**config.mk**
```make
export PLATFORM = sky130hd
export DESIGN_NAME = lqmc_front_flat
export DESIGN_NICKNAME = d
export VERILOG_FILES = /design/src/sv/lqmc_pkg.sv /design/src/sv/lqmc_req_if.sv /design/src/sv/lqmc_front.sv /design/src/flat_wrapper.sv
export SDC_FILE = /design/constraint.sdc
export NUM_CORES = 1
export LEC_CHECK = 0
export ABC_AREA = 1
export BUFFER_PORTS_ARGS = -buffer_cell sky130_fd_sc_hd__buf_2
export CORE_UTILIZATION = 33
export DETAILED_ROUTE_END_ITERATION = 8
export GPL_ROUTABILITY_DRIVEN = 0
export PLACE_DENSITY_LB_ADDON = 0.05
export SLEW_MARGIN = 15
export SYNTH_ARGS = -nofsm -noshare
export SYNTH_HDL_FRONTEND = slang
export SYNTH_SLANG_ARGS = --single-unit
```
**constraint.sdc**
```tcl
create_clock -name clock -period 13.9 [get_ports clock]
set_clock_uncertainty 0.2 [all_clocks]
set_input_delay 2.78 -clock clock [delete_from_list [all_inputs] [get_ports clock]]
set_output_delay 2.78 -clock clock [all_outputs]
set_load 0.01 [all_outputs]
```
**src/sv/lqmc_pkg.sv**
```systemverilog
// Shared constants, codes and payload types for the latency queue memory controller.
// No dependencies.
package lqmc_pkg;

   localparam int QUEUE_DEPTH = 16;
   localparam int QPTR_W      = $clog2(QUEUE_DEPTH);
   localparam int QOCC_W      = $clog2(QUEUE_DEPTH + 1);
   localparam int REL_W       = QPTR_W + 1;

   localparam logic [1:0] KIND_CORE = 2'd0;
   localparam logic [1:0] KIND_DRAM = 2'd1;
   localparam logic [1:0] KIND_STAT = 2'd2;

   localparam logic CSR_LATENCY = 1'b0;
   localparam logic CSR_POSTED  = 1'b1;

   typedef struct packed {
      logic        req_valid;
      logic        req_write;
      logic [31:0] req_addr;
      logic [3:0]  req_size;
      logic [63:0] req_wdata;
      logic [7:0]  req_id;
      logic        dram_resp_valid;
      logic [63:0] dram_resp_data;
      logic [7:0]  dram_resp_id;
      logic        dram_req_ready;
      logic [1:0]  core_resp_room;
   } req_item_type;

   typedef struct packed {
      logic [1:0]  kind;
      logic        last;
      logic [7:0]  tag;
      logic [63:0] data;
      logic [31:0] addr;
      logic [3:0]  size;
      logic        is_write;
      logic        req_taken;
      logic        dram_resp_taken;
      logic        stores_pending;
      logic        guard_fault;
   } rsp_item_type;

   typedef struct packed {
      logic [7:0] latency_cycles;
      logic       posted_stores;
   } cfg_type;

endpackage

```
**src/sv/lqmc_req_if.sv**
```systemverilog
// Input channel: one clock tick of core request, DRAM response and downstream room.
// Depends on nothing.
interface lqmc_req_if;
   logic        valid;
   logic        ready;
   logic        req_valid;
   logic        req_write;
   logic [31:0] req_addr;
   logic [3:0]  req_size;
   logic [63:0] req_wdata;
   logic [7:0]  req_id;
   logic        dram_resp_valid;
   logic [63:0] dram_resp_data;
   logic [7:0]  dram_resp_id;
   logic        dram_req_ready;
   logic [1:0]  core_resp_room;

   modport source (output valid, req_valid, req_write, req_addr, req_size, req_wdata, req_id,
                   dram_resp_valid, dram_resp_data, dram_resp_id, dram_req_ready,
                   core_resp_room, input ready);
   modport sink (input valid, req_valid, req_write, req_addr, req_size, req_wdata, req_id,
                 dram_resp_valid, dram_resp_data, dram_resp_id, dram_req_ready,
                 core_resp_room, output ready);
endinterface

```
**src/sv/lqmc_front.sv**
```systemverilog
// Front end: two-entry input queue that decouples tick acceptance from execution.
// Depends on lqmc_pkg and lqmc_req_if.
module lqmc_front (
   input  logic                  clock,
   input  logic                  reset,
   lqmc_req_if.sink              req_if,
   output logic                  item_valid,
   output lqmc_pkg::req_item_type item,
   input  logic                  item_pop
);
   import lqmc_pkg::*;

   req_item_type slot_ff [2];
   logic         wptr_ff, wptr_in;
   logic         rptr_ff, rptr_in;
   logic [1:0]   count_ff, count_in;
   logic         push;
   req_item_type in_item;

   assign req_if.ready = (count_ff != 2'd2);
   assign push = req_if.valid && req_if.ready;
   assign item_valid = (count_ff != 2'd0);
   assign item = slot_ff[rptr_ff];

   always_comb begin
      in_item.req_valid       = req_if.req_valid;
      in_item.req_write       = req_if.req_write;
      in_item.req_addr        = req_if.req_addr;
      in_item.req_size        = req_if.req_size;
      in_item.req_wdata       = req_if.req_wdata;
      in_item.req_id          = req_if.req_id;
      in_item.dram_resp_valid = req_if.dram_resp_valid;
      in_item.dram_resp_data  = req_if.dram_resp_data;
      in_item.dram_resp_id    = req_if.dram_resp_id;
      in_item.dram_req_ready  = req_if.dram_req_ready;
      in_item.core_resp_room  = req_if.core_resp_room;
      wptr_in  = push ? ~wptr_ff : wptr_ff;
      rptr_in  = item_pop ? ~rptr_ff : rptr_ff;
      count_in = count_ff + {1'b0, push} - {1'b0, item_pop};
   end

   always_ff @(posedge clock) begin
      if (reset) begin
         wptr_ff  <= 1'b0;
         rptr_ff  <= 1'b0;
         count_ff <= 2'd0;
      end else begin
         wptr_ff  <= wptr_in;
         rptr_ff  <= rptr_in;
         count_ff <= count_in;
      end
      if (push) begin
         slot_ff[wptr_ff] <= in_item;
      end
   end
endmodule

```
**src/flat_wrapper.sv**
```systemverilog
// flat-port wrapper written by rule: the top's interface ports become plain ports
module lqmc_front_flat import lqmc_pkg::*;
  (clock, reset, item_valid, item, item_pop, req_if_valid, req_if_req_valid, req_if_req_write, req_if_req_addr, req_if_req_size, req_if_req_wdata, req_if_req_id, req_if_dram_resp_valid, req_if_dram_resp_data, req_if_dram_resp_id, req_if_dram_req_ready, req_if_core_resp_room, req_if_ready);
  lqmc_req_if req_if_i ();
  input  logic clock;
  input  logic reset;
  output logic item_valid;
  output lqmc_pkg::req_item_type item;
  input  logic item_pop;
  input wire logic [$bits(req_if_i.valid)-1:0] req_if_valid;
  input wire logic [$bits(req_if_i.req_valid)-1:0] req_if_req_valid;
  input wire logic [$bits(req_if_i.req_write)-1:0] req_if_req_write;
  input wire logic [$bits(req_if_i.req_addr)-1:0] req_if_req_addr;
  input wire logic [$bits(req_if_i.req_size)-1:0] req_if_req_size;
  input wire logic [$bits(req_if_i.req_wdata)-1:0] req_if_req_wdata;
  input wire logic [$bits(req_if_i.req_id)-1:0] req_if_req_id;
  input wire logic [$bits(req_if_i.dram_resp_valid)-1:0] req_if_dram_resp_valid;
  input wire logic [$bits(req_if_i.dram_resp_data)-1:0] req_if_dram_resp_data;
  input wire logic [$bits(req_if_i.dram_resp_id)-1:0] req_if_dram_resp_id;
  input wire logic [$bits(req_if_i.dram_req_ready)-1:0] req_if_dram_req_ready;
  input wire logic [$bits(req_if_i.core_resp_room)-1:0] req_if_core_resp_room;
  output wire logic [$bits(req_if_i.ready)-1:0] req_if_ready;
  assign req_if_i.valid = req_if_valid;
  assign req_if_i.req_valid = req_if_req_valid;
  assign req_if_i.req_write = req_if_req_write;
  assign req_if_i.req_addr = req_if_req_addr;
  assign req_if_i.req_size = req_if_req_size;
  assign req_if_i.req_wdata = req_if_req_wdata;
  assign req_if_i.req_id = req_if_req_id;
  assign req_if_i.dram_resp_valid = req_if_dram_resp_valid;
  assign req_if_i.dram_resp_data = req_if_dram_resp_data;
  assign req_if_i.dram_resp_id = req_if_dram_resp_id;
  assign req_if_i.dram_req_ready = req_if_dram_req_ready;
  assign req_if_i.core_resp_room = req_if_core_resp_room;
  assign req_if_ready = req_if_i.ready;
  lqmc_front u_core (.clock(clock), .reset(reset), .req_if(req_if_i), .item_valid(item_valid), .item(item), .item_pop(item_pop));
endmodule
```
## Yosys cells after proc, flatten, opt, wreduce, memory -nomap -nowiden

Memories as Yosys holds them, arrays and structs flattened. A register that Yosys moved wholly into a read port is not among the register bits.
Cells that the tools add are included.

| storage, ports and cells | value |
|---|---|
| input port bits | 190 |
| memories kept | 1 |
| output and inout port bits | 188 |
| register bits after elaboration | 4 |
| latch bits | 0 |
| bits in writable memories | 372 |
| memory bits (read-only) | 0 |
| word-level logic and storage cells | 15 |

Memories:

| name | depth | width | rd ports | clocked after memory_dff | wr ports | line | source |
|---|---|---|---|---|---|---|---|
| u_core.slot_ff | 2 | 186 | 1 | 1 | 1 | lqmc_front.sv:13 | `req_item_type slot_ff [2];` |

| cells by class | value |
|---|---|
| add/subtract/negate cells | 2 |
| muxes and demuxes | 4 |
| equal/unequal tests | 1 |
| $mul | 0 |
| bitwise gates (word level) | 2 |
| magnitude comparators | 0 |
| divide/modulo/power cells | 0 |
| shift-type cells | 0 |
| reduce and logical (&&, ||, !) cells | 2 |

Operators by type and width:

| kind | count |
|---|---|
| $mux 1 | 4 |
| $add 2x1->2 | 1 |
| $ne 2x2->1 const B | 1 |
| $not 1->1 | 2 |
| $reduce_bool 2->1 | 1 |
| $sub 2x1->2 | 1 |
| $logic_and 1x1->1 | 1 |

## Logic depth before layout (Yosys ltp)

Gate-level depths: netlist of the first run.

| depth | value |
|---|---|
| depth in word-level cells | 4 |
| mapped depth | 7 |
| gate-level depth less buffers | 7 |

## Worst setup path before layout of the first run

Ideal clock, no wire load.

| timing path | value |
|---|---|
| path kind | input port to flip-flop |
| start point | input req_if_valid |
| end point | memory u_core.slot_ff[0][0] (netlist name) (enable) |
| required time | 12965 ps |
| path buffers | 0 |
| arrival time | 10576 ps |
| setup slack | 2390 ps |
| library setup time | 735 ps |
| stages on the path | 2 |
| path through | nand2_1 nor2_1 |

| between the ends | value |
|---|---|
| word-level cells in the longest chain between the ends | 3 |

RTL lines:

| item | line | source |
|---|---|---|
| from (decl) | flat_wrapper.sv:10 | `input wire logic [$bits(req_if_i.valid)-1:0] req_if_valid;` |
| $logic_and 1x1->1 | lqmc_front.sv:21 | `assign push = req_if.valid && req_if.ready;` |
| $mux 1 | lqmc_front.sv:52 | `if (push) begin` |
| $mux 1 (not written as such) | lqmc_front.sv:53 | `slot_ff[wptr_ff] <= in_item;` |
| to (decl) | lqmc_front.sv:13 |  |

Every way passes these cells.

==> results.json, run 1 <==
{
  "synth_edf_count": 372,
  "postCtsResizedCells": 0,
  "synth_common_cells": "372 x edfxtp_1, 140 x mux2_4, 46 x mux2_2, 17 x buf_6",
  "hp-class": "reg -> reg",
  "setup-tns-final_ns": 0,
  "crit_slowest_cell": "dfxtp_4",
  "root_buffer": "clkbuf_16",
  "p_leak_nw": 6.95,
  "viasPerCell": 4.38,
  "vias": 6967,
  "slew_violations": 0,
  "numClockSinks": 377,
  "coreArea_um2": 42200,
  "required_ns": 10.92,
  "totalWireLength_mm": 31.1,
  "first_global_vias": 7297,
  "fill_cells": 3857,
  "grt_overflow": 0,
  "cts_setup_buffers": 0,
  "syn_area_um2": 14200,
  "ys_seq_area_share_pct": 79.3,
  "htree_levels": 2,
  "period_share_pct": 43.4,
  "rows": 75,
  "areaGrowthSynthToFinish_pct": 26.1,
  "yosys.area.top_type": "edfxtp_1",
  "synth_most_common_cell": "edfxtp_1",
  "worstPathCellList": "buf_4 > mux2_4 > buf_2",
  "antenna_found_initial": 9,
  "wl_per_cell_um": 19.5,
  "timing.hold.ws_ns": 0.322,
  "relSlewSlack_pct": 27.1,
  "die-area_um2": 43900,
  "synth.distinct_cells": 14,
  "tightest_slew_ns": 1.09,
  "max-cap-violations": 0,
  "rsz0062_at_grt": "false",
  "postRouteAntennaNets": 0,
  "period_needed_ns": 6.03,
  "dp_hpwl_mm": 20.3,
  "synth_top_area_share_pct": 78.6,
  "cp_num_buf_inv": 2,
  "yosysWarnings": 0,
  "synth_cells": 609,
  "clk-insertion-delay-late_ns": 0.55,
  "cts_tree": "built",
  "drt_iter0_drc": 338,
  "drive_gt1_share_pct": 59.9,
  "nets": 1208,
  "drc": 0,
  "hold_buffers": 0,
  "setup_viol": 0,
  "critPathKind": "reg -> out",
  "status": "complete, no violations",
  "grt_start_max_net_pins": 117,
  "finalPower_mw": 2.81,
  "start_kind": "flip-flop",
  "syn_area_per_cell_um2": 23.3,
  "cp_top_family": "flip-flops",
  "worstSetupEndpointType": "output pin",
  "syn_nets": 800,
  "cts.path.max_buffers": 3,
  "max_stage_delay_ns": 1.07,
  "die_h_um": 210,
  "async_flop_share_pct": 0,
  "yosys_register_bits": 377,
  "synthTopCellsByArea": "edfxtp_1 79%, mux2_4 15%, mux2_2 3.6%",
  "clock.fmax_ghz": 0.166,
  "die_x_um": 210,
  "ys.flop_type": "edfxtp_1",
  "grt_use_total_pct": 13.9,
  "cts_buffers": 43,
  "cp.arrival_ns": 3.05,
  "p_per_area_nw_per_um2": 157,
  "critPathMaxFanout": 57,
  "drt_first_pass_iters": 4,
  "hold_viol": 0,
  "ir_worst_vdd_mv": 0.0904,
  "boundaryPins": 378,
  "grt_pass1_wl_mm": 45.1,
  "portBuffers": 377,
  "path_clk_slew_ns": 0.05,
  "initial_core_util_pct": 33.7
}
==> layout by cell type (no fill, tap or decap) <==
cell	instances
buf_2	377
edfxtp_1	372
mux2_4	140
mux2_2	46
clkbuf_16	44
clkinv_1	12
clkbuf_1	11
nand2_1	7
buf_4	7
nor2_1	6
clkinv_2	6
inv_1	4
dfxtp_1	4
diode_2	2
xnor2_1	2
inv_6	2
or2_2	1
inv_8	1
nor2_4	1
nand3_1	1
a21oi_1	1
ha_1	1
dfxtp_4	1
clkinvlp_4	1
bufinv_16	1
clkinv_8	1
==> layout make-up <==
class                      instances  area [um2]  share of cell area (%)
timing repair buffer             384        1940                    10.8
clock inverter                    23         146                   0.816
sequential                       377       11300                    62.9
inverter                           5        26.3                   0.147
antenna                            2        5.00                  0.0279
clock buffer                      55        1140                    6.37
tap                              539         674                    3.76
multi-input combinational        206        2730                    15.2
==> power by group <==
group,total [mW],internal [mW],switching [mW]
Combinational,0.378,0.179,0.199
Clock,1.03,0.599,0.432
Sequential,1.40,1.37,0.0295
Total,2.81,2.15,0.660
==> per-stage QoR <==
| step | cell area (um2) | setup WS [ns] | util (%) | std cells |
|---|---|---|---|---|
| floorplan | 14200 | 2.39 | - | 609 |
| global placement | 16600 | 7.94 | 39.4 | 1511 |
| detailed placement | 16600 | 7.98 | 39.4 | 1511 |
| CTS | 17900 | 7.70 | 42.5 | 1589 |
| global route | 17900 | 7.66 | 42.5 | 1589 |
| finish | 17900 | 7.87 | 42.5 | 1591 |
==> sequential cells by signal (all words and copies together), names as in the netlist, named ones only <==
register / flops
u_core.slot_ff: 372
u_core.count_ff: 2
u_core.rptr_ff: 1
u_core.wptr_ff: 1
==> routing by layer <==
metal  wire length [um]  part of all wire, %  GRT usage [%]
met1              12500                   40           16.3
met2              14900                   48           22.6
met3               2970                  9.6           6.21
met4                630                  2.0           5.13
met5                 85                 0.27              0
==> worst min-delay path, cell delays in order, from the launching register on <==
cell,delay [ns]
dfxtp_1,0.33
xnor2_1,0.09
nor2_1,0.08
==> path summary, 6_finish.rpt <==
kind,cells after the start,end,startpoint,slack (ns)
worst min-delay path,2,flip-flop,u_core.rptr_ff$_SDFFE_PP0P_,0.32
worst max-delay path,3,item[129],flip-flop,7.87
worst max register to register,6,u_core.slot_ff[0][169]$_DFFE_PP_,u_core.count_ff[0]$_SDFF_PP0_,10.50
worst min register to register,2,flip-flop,u_core.rptr_ff$_SDFFE_PP0P_,0.32
==> cell families after synthesis <==
logic type / share of synthesized area [%]
DFF: 79.3
muxes: 18.4
buffers and inverters: 1.62
and+or+nand+nor: 0.449
xor gates and xnor gates: 0.123
AOI/OAI and AO/OA: 0.0352
adders and majority gates: 0.0880
Power figures use the tool's default switching activity.
==> run 2: changes to the inputs <==
Clock period 13.9 ns to 5.7 ns, I/O delays scaled along.
==> results.json, run 2 (same netlist as run 1, synthesis figures left out) <==
{
  "cp_num_buf_inv": 2,
  "layout_common_cells": "377 x buf_2, 372 x edfxtp_1, 140 x mux2_4",
  "rsz0062_at_grt": "false",
  "nets": 1208,
  "reg_top3": "u_core.slot_ff (372), u_core.count_ff (2)",
  "ir_worst_vdd_mv": 0.248,
  "initial_core_util_pct": 33.7,
  "grt_use_total_pct": 13.8,
  "largest_register_ffs": 372,
  "antenna_found_initial": 5,
  "rows": 75,
  "setup-tns-final_ns": 0,
  "grt_pass1_wl_mm": 44.6,
  "grt_overflow": 0,
  "clk-insertion-delay-late_ns": 0.54,
  "setup_viol": 0,
  "hold_viol": 0,
  "finalPower_mw": 6.84,
  "die_x_um": 210,
  "wl_per_cell_um": 19.4,
  "hold_depth": 2,
  "coreArea_um2": 42200,
  "mostFrequentLayoutCell": "buf_2",
  "max-cap-violations": 0,
  "fill_cells": 3842,
  "tightest_slew_ns": 0.960,
  "crit_slowest_cell": "dfxtp_4",
  "status": "complete, no violations",
  "dp_hpwl_mm": 20.0,
  "period_needed_ns": 3.97,
  "drt_first_pass_iters": 4,
  "cp_num_cells": 3,
  "die-area_um2": 43900,
  "postRouteAntennaNets": 0,
  "period_share_pct": 69.7,
  "numClockSinks": 377,
  "worstPathCellList": "buf_12 > mux2_2 > buf_2",
  "p_leak_nw": 6.95,
  "cp_top_family": "flip-flops",
  "die_h_um": 210,
  "totalWireLength_mm": 30.8,
  "fin_area_um2": 18000,
  "path_clk_slew_ns": 0.05,
  "drt_iter0_drc": 313,
  "max_stage_delay_ns": 0.90,
  "drive_gt1_share_pct": 59.4,
  "regMostFlops": "u_core.slot_ff",
  "portBuffers": 377,
  "slew_violations": 0,
  "worstSetupEndpointType": "output pin",
  "hold_buffers": 0,
  "root_buffer": "clkbuf_16",
  "boundaryPins": 378,
  "drc": 0,
  "utilization_pct": 42.5,
  "cts_setup_buffers": 0,
  "htree_levels": 2,
  "rr_worst_depth": 6,
  "cp.arrival_ns": 2.63,
  "first_global_vias": 7161,
  "grt_start_max_net_pins": 130,
  "required_ns": 4.36,
  "clock.fmax_ghz": 0.252,
  "viasPerCell": 4.37,
  "critPathKind": "reg -> out",
  "vias": 6930,
  "cts_tree": "built",
  "p_per_area_nw_per_um2": 381,
  "relSlewSlack_pct": 36.0,
  "critPathMaxFanout": 63,
  "areaGrowthSynthToFinish_pct": 26.3,
  "start_kind": "flip-flop",
  "placed_area_um2": 16700,
  "hp-class": "reg -> reg",
  "postCtsResizedCells": 0,
  "cts.path.max_buffers": 3,
  "cts_buffers": 43
}
==> run 2: per-layer routing <==
metal / vias up / part of all wire, % / routed length [um] / GRT usage (%)
met5: - / 0.16 / 49 / 0
met3: 53 / 8.7 / 2670 / 5.67
met2: 220 / 49 / 15100 / 23.0
li1: 3237 / - / - / -
met1: 3412 / 40 / 12400 / 15.9
met4: 8 / 2.1 / 658 / 5.11
==> run 2: area by class of cell <==
cell class	count	area, um2	share of cell area (%)
flip-flops and latches	377	11300	62.8
clock buffers	61	1190	6.60
multi-input cells	206	2730	15.2
clock inverters	14	83.8	0.467
diodes	1	2.50	0.0139
repair buffers	384	1990	11.1
inverters	5	23.8	0.132
well taps	539	674	3.75
==> run 2: worst min-delay path, cell delays in order, from the launching register on <==
cell and delay (ns):
dfxtp_1 0.32, xnor2_1 0.08, nor2_1 0.08
==> run 2: path summary, 6_finish.rpt <==
kind | slack (ns) | start | end
setup reg to reg | 2.89 | u_core.count_ff[1]$_SDFF_PP0_ | u_core.slot_ff[1][52]$_DFFE_PP_
setup / recovery | 1.73 | flip-flop | item[185]
hold reg to reg | 0.31 | u_core.rptr_ff$_SDFFE_PP0P_ | u_core.rptr_ff$_SDFFE_PP0P_
hold / removal | 0.31 | u_core.rptr_ff$_SDFFE_PP0P_ | u_core.rptr_ff$_SDFFE_PP0P_
==> run 2: stage by stage <==
stage / hold slack, ns / cells / worst slack [ns]
final: 0.312 / 1587 / 1.73
after floorplan: 0.280 / 609 / -0.0317
after CTS: 0.322 / 1586 / 1.65
after global placement: 0.301 / 1511 / 2.13
after global routing: 0.362 / 1586 / 1.59
after detailed placement: 0.309 / 1511 / 2.18
==> run 2: power by group <==
part	switching (mW)	total (mW)	internal, mW
registers	0.0669	3.41	3.34
clock network	1.03	2.51	1.48
logic	0.487	0.928	0.440
total	1.58	6.84	5.26
==> run 3: changes to the inputs <==
Settings changed: ABC_AREA 1 to 0.
Clock period 5.7 ns to 3.5 ns, I/O delays scaled along.
==> results.json, run 3 <==
{
  "wl_per_cell_um": 19.9,
  "async_flop_share_pct": 0,
  "cts_tree": "built",
  "max_stage_delay_ns": 0.50,
  "numClockSinks": 377,
  "clk-insertion-delay-late_ns": 0.54,
  "mostFrequentLayoutCell": "buf_2",
  "worstSetupEndpointType": "output pin",
  "yosys.area.top_type": "edfxtp_1",
  "wl_met3_mm": 2.80,
  "nets": 1210,
  "layoutNonFillerInstCount": 1586,
  "cts_buffers": 43,
  "slew_violations": 0,
  "cts_setup_buffers": 0,
  "synth_common_cells": "372 x edfxtp_1, 140 x mux2_4, 47 x mux2_2, 17 x buf_6, 5 x dfxtp_1",
  "root_buffer": "clkbuf_16",
  "tightest_slew_ns": 0.694,
  "dr_wl_met2_mm": 15.5,
  "htree_levels": 2,
  "drc": 0,
  "coreArea_um2": 42200,
  "postRouteAntennaNets": 0,
  "grt_overflow": 0,
  "drt_iter0_drc": 266,
  "synth_most_common_cell": "edfxtp_1",
  "ys_seq_area_share_pct": 79.1,
  "regMostFlops": "u_core.slot_ff",
  "hold_viol": 0,
  "drt_first_pass_iters": 4,
  "start_kind": "flip-flop",
  "cp.arrival_ns": 2.09,
  "required_ns": 2.60,
  "initial_core_util_pct": 33.7,
  "synth_cells": 605,
  "syn_nets": 796,
  "place_inst": 1513,
  "grt_start_max_net_pins": 97,
  "yosysWarnings": 0,
  "period_share_pct": 85.3,
  "path_clk_slew_ns": 0.05,
  "layout_common_cells": "377 x buf_2, 372 x edfxtp_1, 140 x mux2_4",
  "worstPathCellList": "buf_12 > mux2_4 > buf_2",
  "rows": 75,
  "ys.flop_type": "edfxtp_1",
  "clock.fmax_ghz": 0.335,
  "antenna_found_initial": 9,
  "totalWireLength_mm": 31.5,
  "wl_met1_mm": 12.4,
  "cts.path.max_buffers": 3,
  "crit_slowest_cell": "dfxtp_4",
  "largest_register_ffs": 372,
  "grt_use_total_pct": 14.1,
  "timing.hold.ws_ns": 0.135,
  "p_per_area_nw_per_um2": 604,
  "postCtsResizedCells": 0,
  "yosys_register_bits": 377,
  "hp-class": "in -> reg",
  "syn_area_per_cell_um2": 23.5,
  "top_layer_used": "met5",
  "grt_pass1_wl_mm": 45.6,
  "first_global_vias": 7343,
  "dp_hpwl_mm": 21.1,
  "synthTopCellsByArea": "edfxtp_1 78%, mux2_4 15%, mux2_2 3.7%",
  "relSlewSlack_pct": 53.7,
  "rrSetupSlack_ns": 1.30,
  "viasPerCell": 4.43,
  "ir_worst_vdd_mv": 0.360,
  "syn_area_um2": 14200,
  "areaGrowthSynthToFinish_pct": 26.5,
  "vias": 7021,
  "setup_viol": 0,
  "period_needed_ns": 2.99,
  "synth.distinct_cells": 22,
  "synth_top_area_share_pct": 78.4,
  "drive_gt1_share_pct": 60.5,
  "boundaryPins": 378,
  "setup-tns-final_ns": 0,
  "max-cap-violations": 0,
  "reg_top3": "u_core.slot_ff (372), u_core.count_ff (2)",
  "die_x_um": 210,
  "hold_buffers": 0,
  "critPathMaxFanout": 65,
  "die-area_um2": 44000,
  "critPathKind": "reg -> out",
  "rsz0062_at_grt": "false",
  "synth_edf_count": 372,
  "p_leak_nw": 6.96,
  "status": "complete, no violations",
  "portBuffers": 377,
  "die_h_um": 210
}
==> run 3: report_power, final <==
part / internal, mW / switching [mW]
Sequential: 5.37 / 0.0847
Combinational: 0.703 / 0.750
Clock: 2.32 / 1.66
Total: 8.40 / 2.49
==> run 3: cell type report <==
class	count	area, um2
fill	3853	24200
sequential	377	11300
multi-input combinational	205	2760
timing repair buffer	390	2070
clock buffer	58	1170
tap	539	674
clock inverter	12	50.0
inverter	2	11.3
antenna	3	7.51
==> run 3: routing by layer <==
metal,vias to the layer above,global-route usage (%)
met5,-,0
li1,3246,-
met2,234,23.3
met1,3469,16.4
met3,62,5.87
met4,10,5.39
==> run 3: logic make-up after synthesis <==
kind of cell	synth area share, %
compound gates	0.193
flops	79.1
xor+xnor	0.0615
fa+ha+maj	0.0878
mux	18.5
simple gates	0.457
buf+inv	1.54
==> run 3: metrics by stage <==
| stage | cell area (um2) | total power [mW] | setup WS (ns) | util, % |
|---|---|---|---|---|
| finish | 18000 | 10.9 | 0.513 | 42.7 |
| global route | 18000 | 11.4 | 0.409 | 42.7 |
| CTS | 18000 | 11.1 | 0.461 | 42.7 |
| detailed placement | 16800 | 7.05 | 1.07 | 39.8 |
| global placement | 16800 | 7.04 | 1.08 | 39.8 |
| floorplan | 14300 | 6.44 | -0.698 | - |
==> run 3: path summary, 6_finish.rpt <==
check | startpoint | endpoint | cells past startpoint
worst max-delay path | flip-flop | item[85] | 3
worst min-delay path | req_if_dram_resp_data[14] | u_core.slot_ff[0][25]$_DFFE_PP_ | 1
worst max register to register | u_core.count_ff[1]$_SDFF_PP0_ | u_core.slot_ff[0][180]$_DFFE_PP_ | 4
worst min register to register | u_core.rptr_ff$_SDFFE_PP0P_ | flip-flop | 2
==> run 3: critical path, delay by kind of cell (launching register included) <==
family | cells | cell delay, ns
DFF | 1 | 0.50
muxes | 1 | 0.35
buffers and inverters | 2 | 0.55
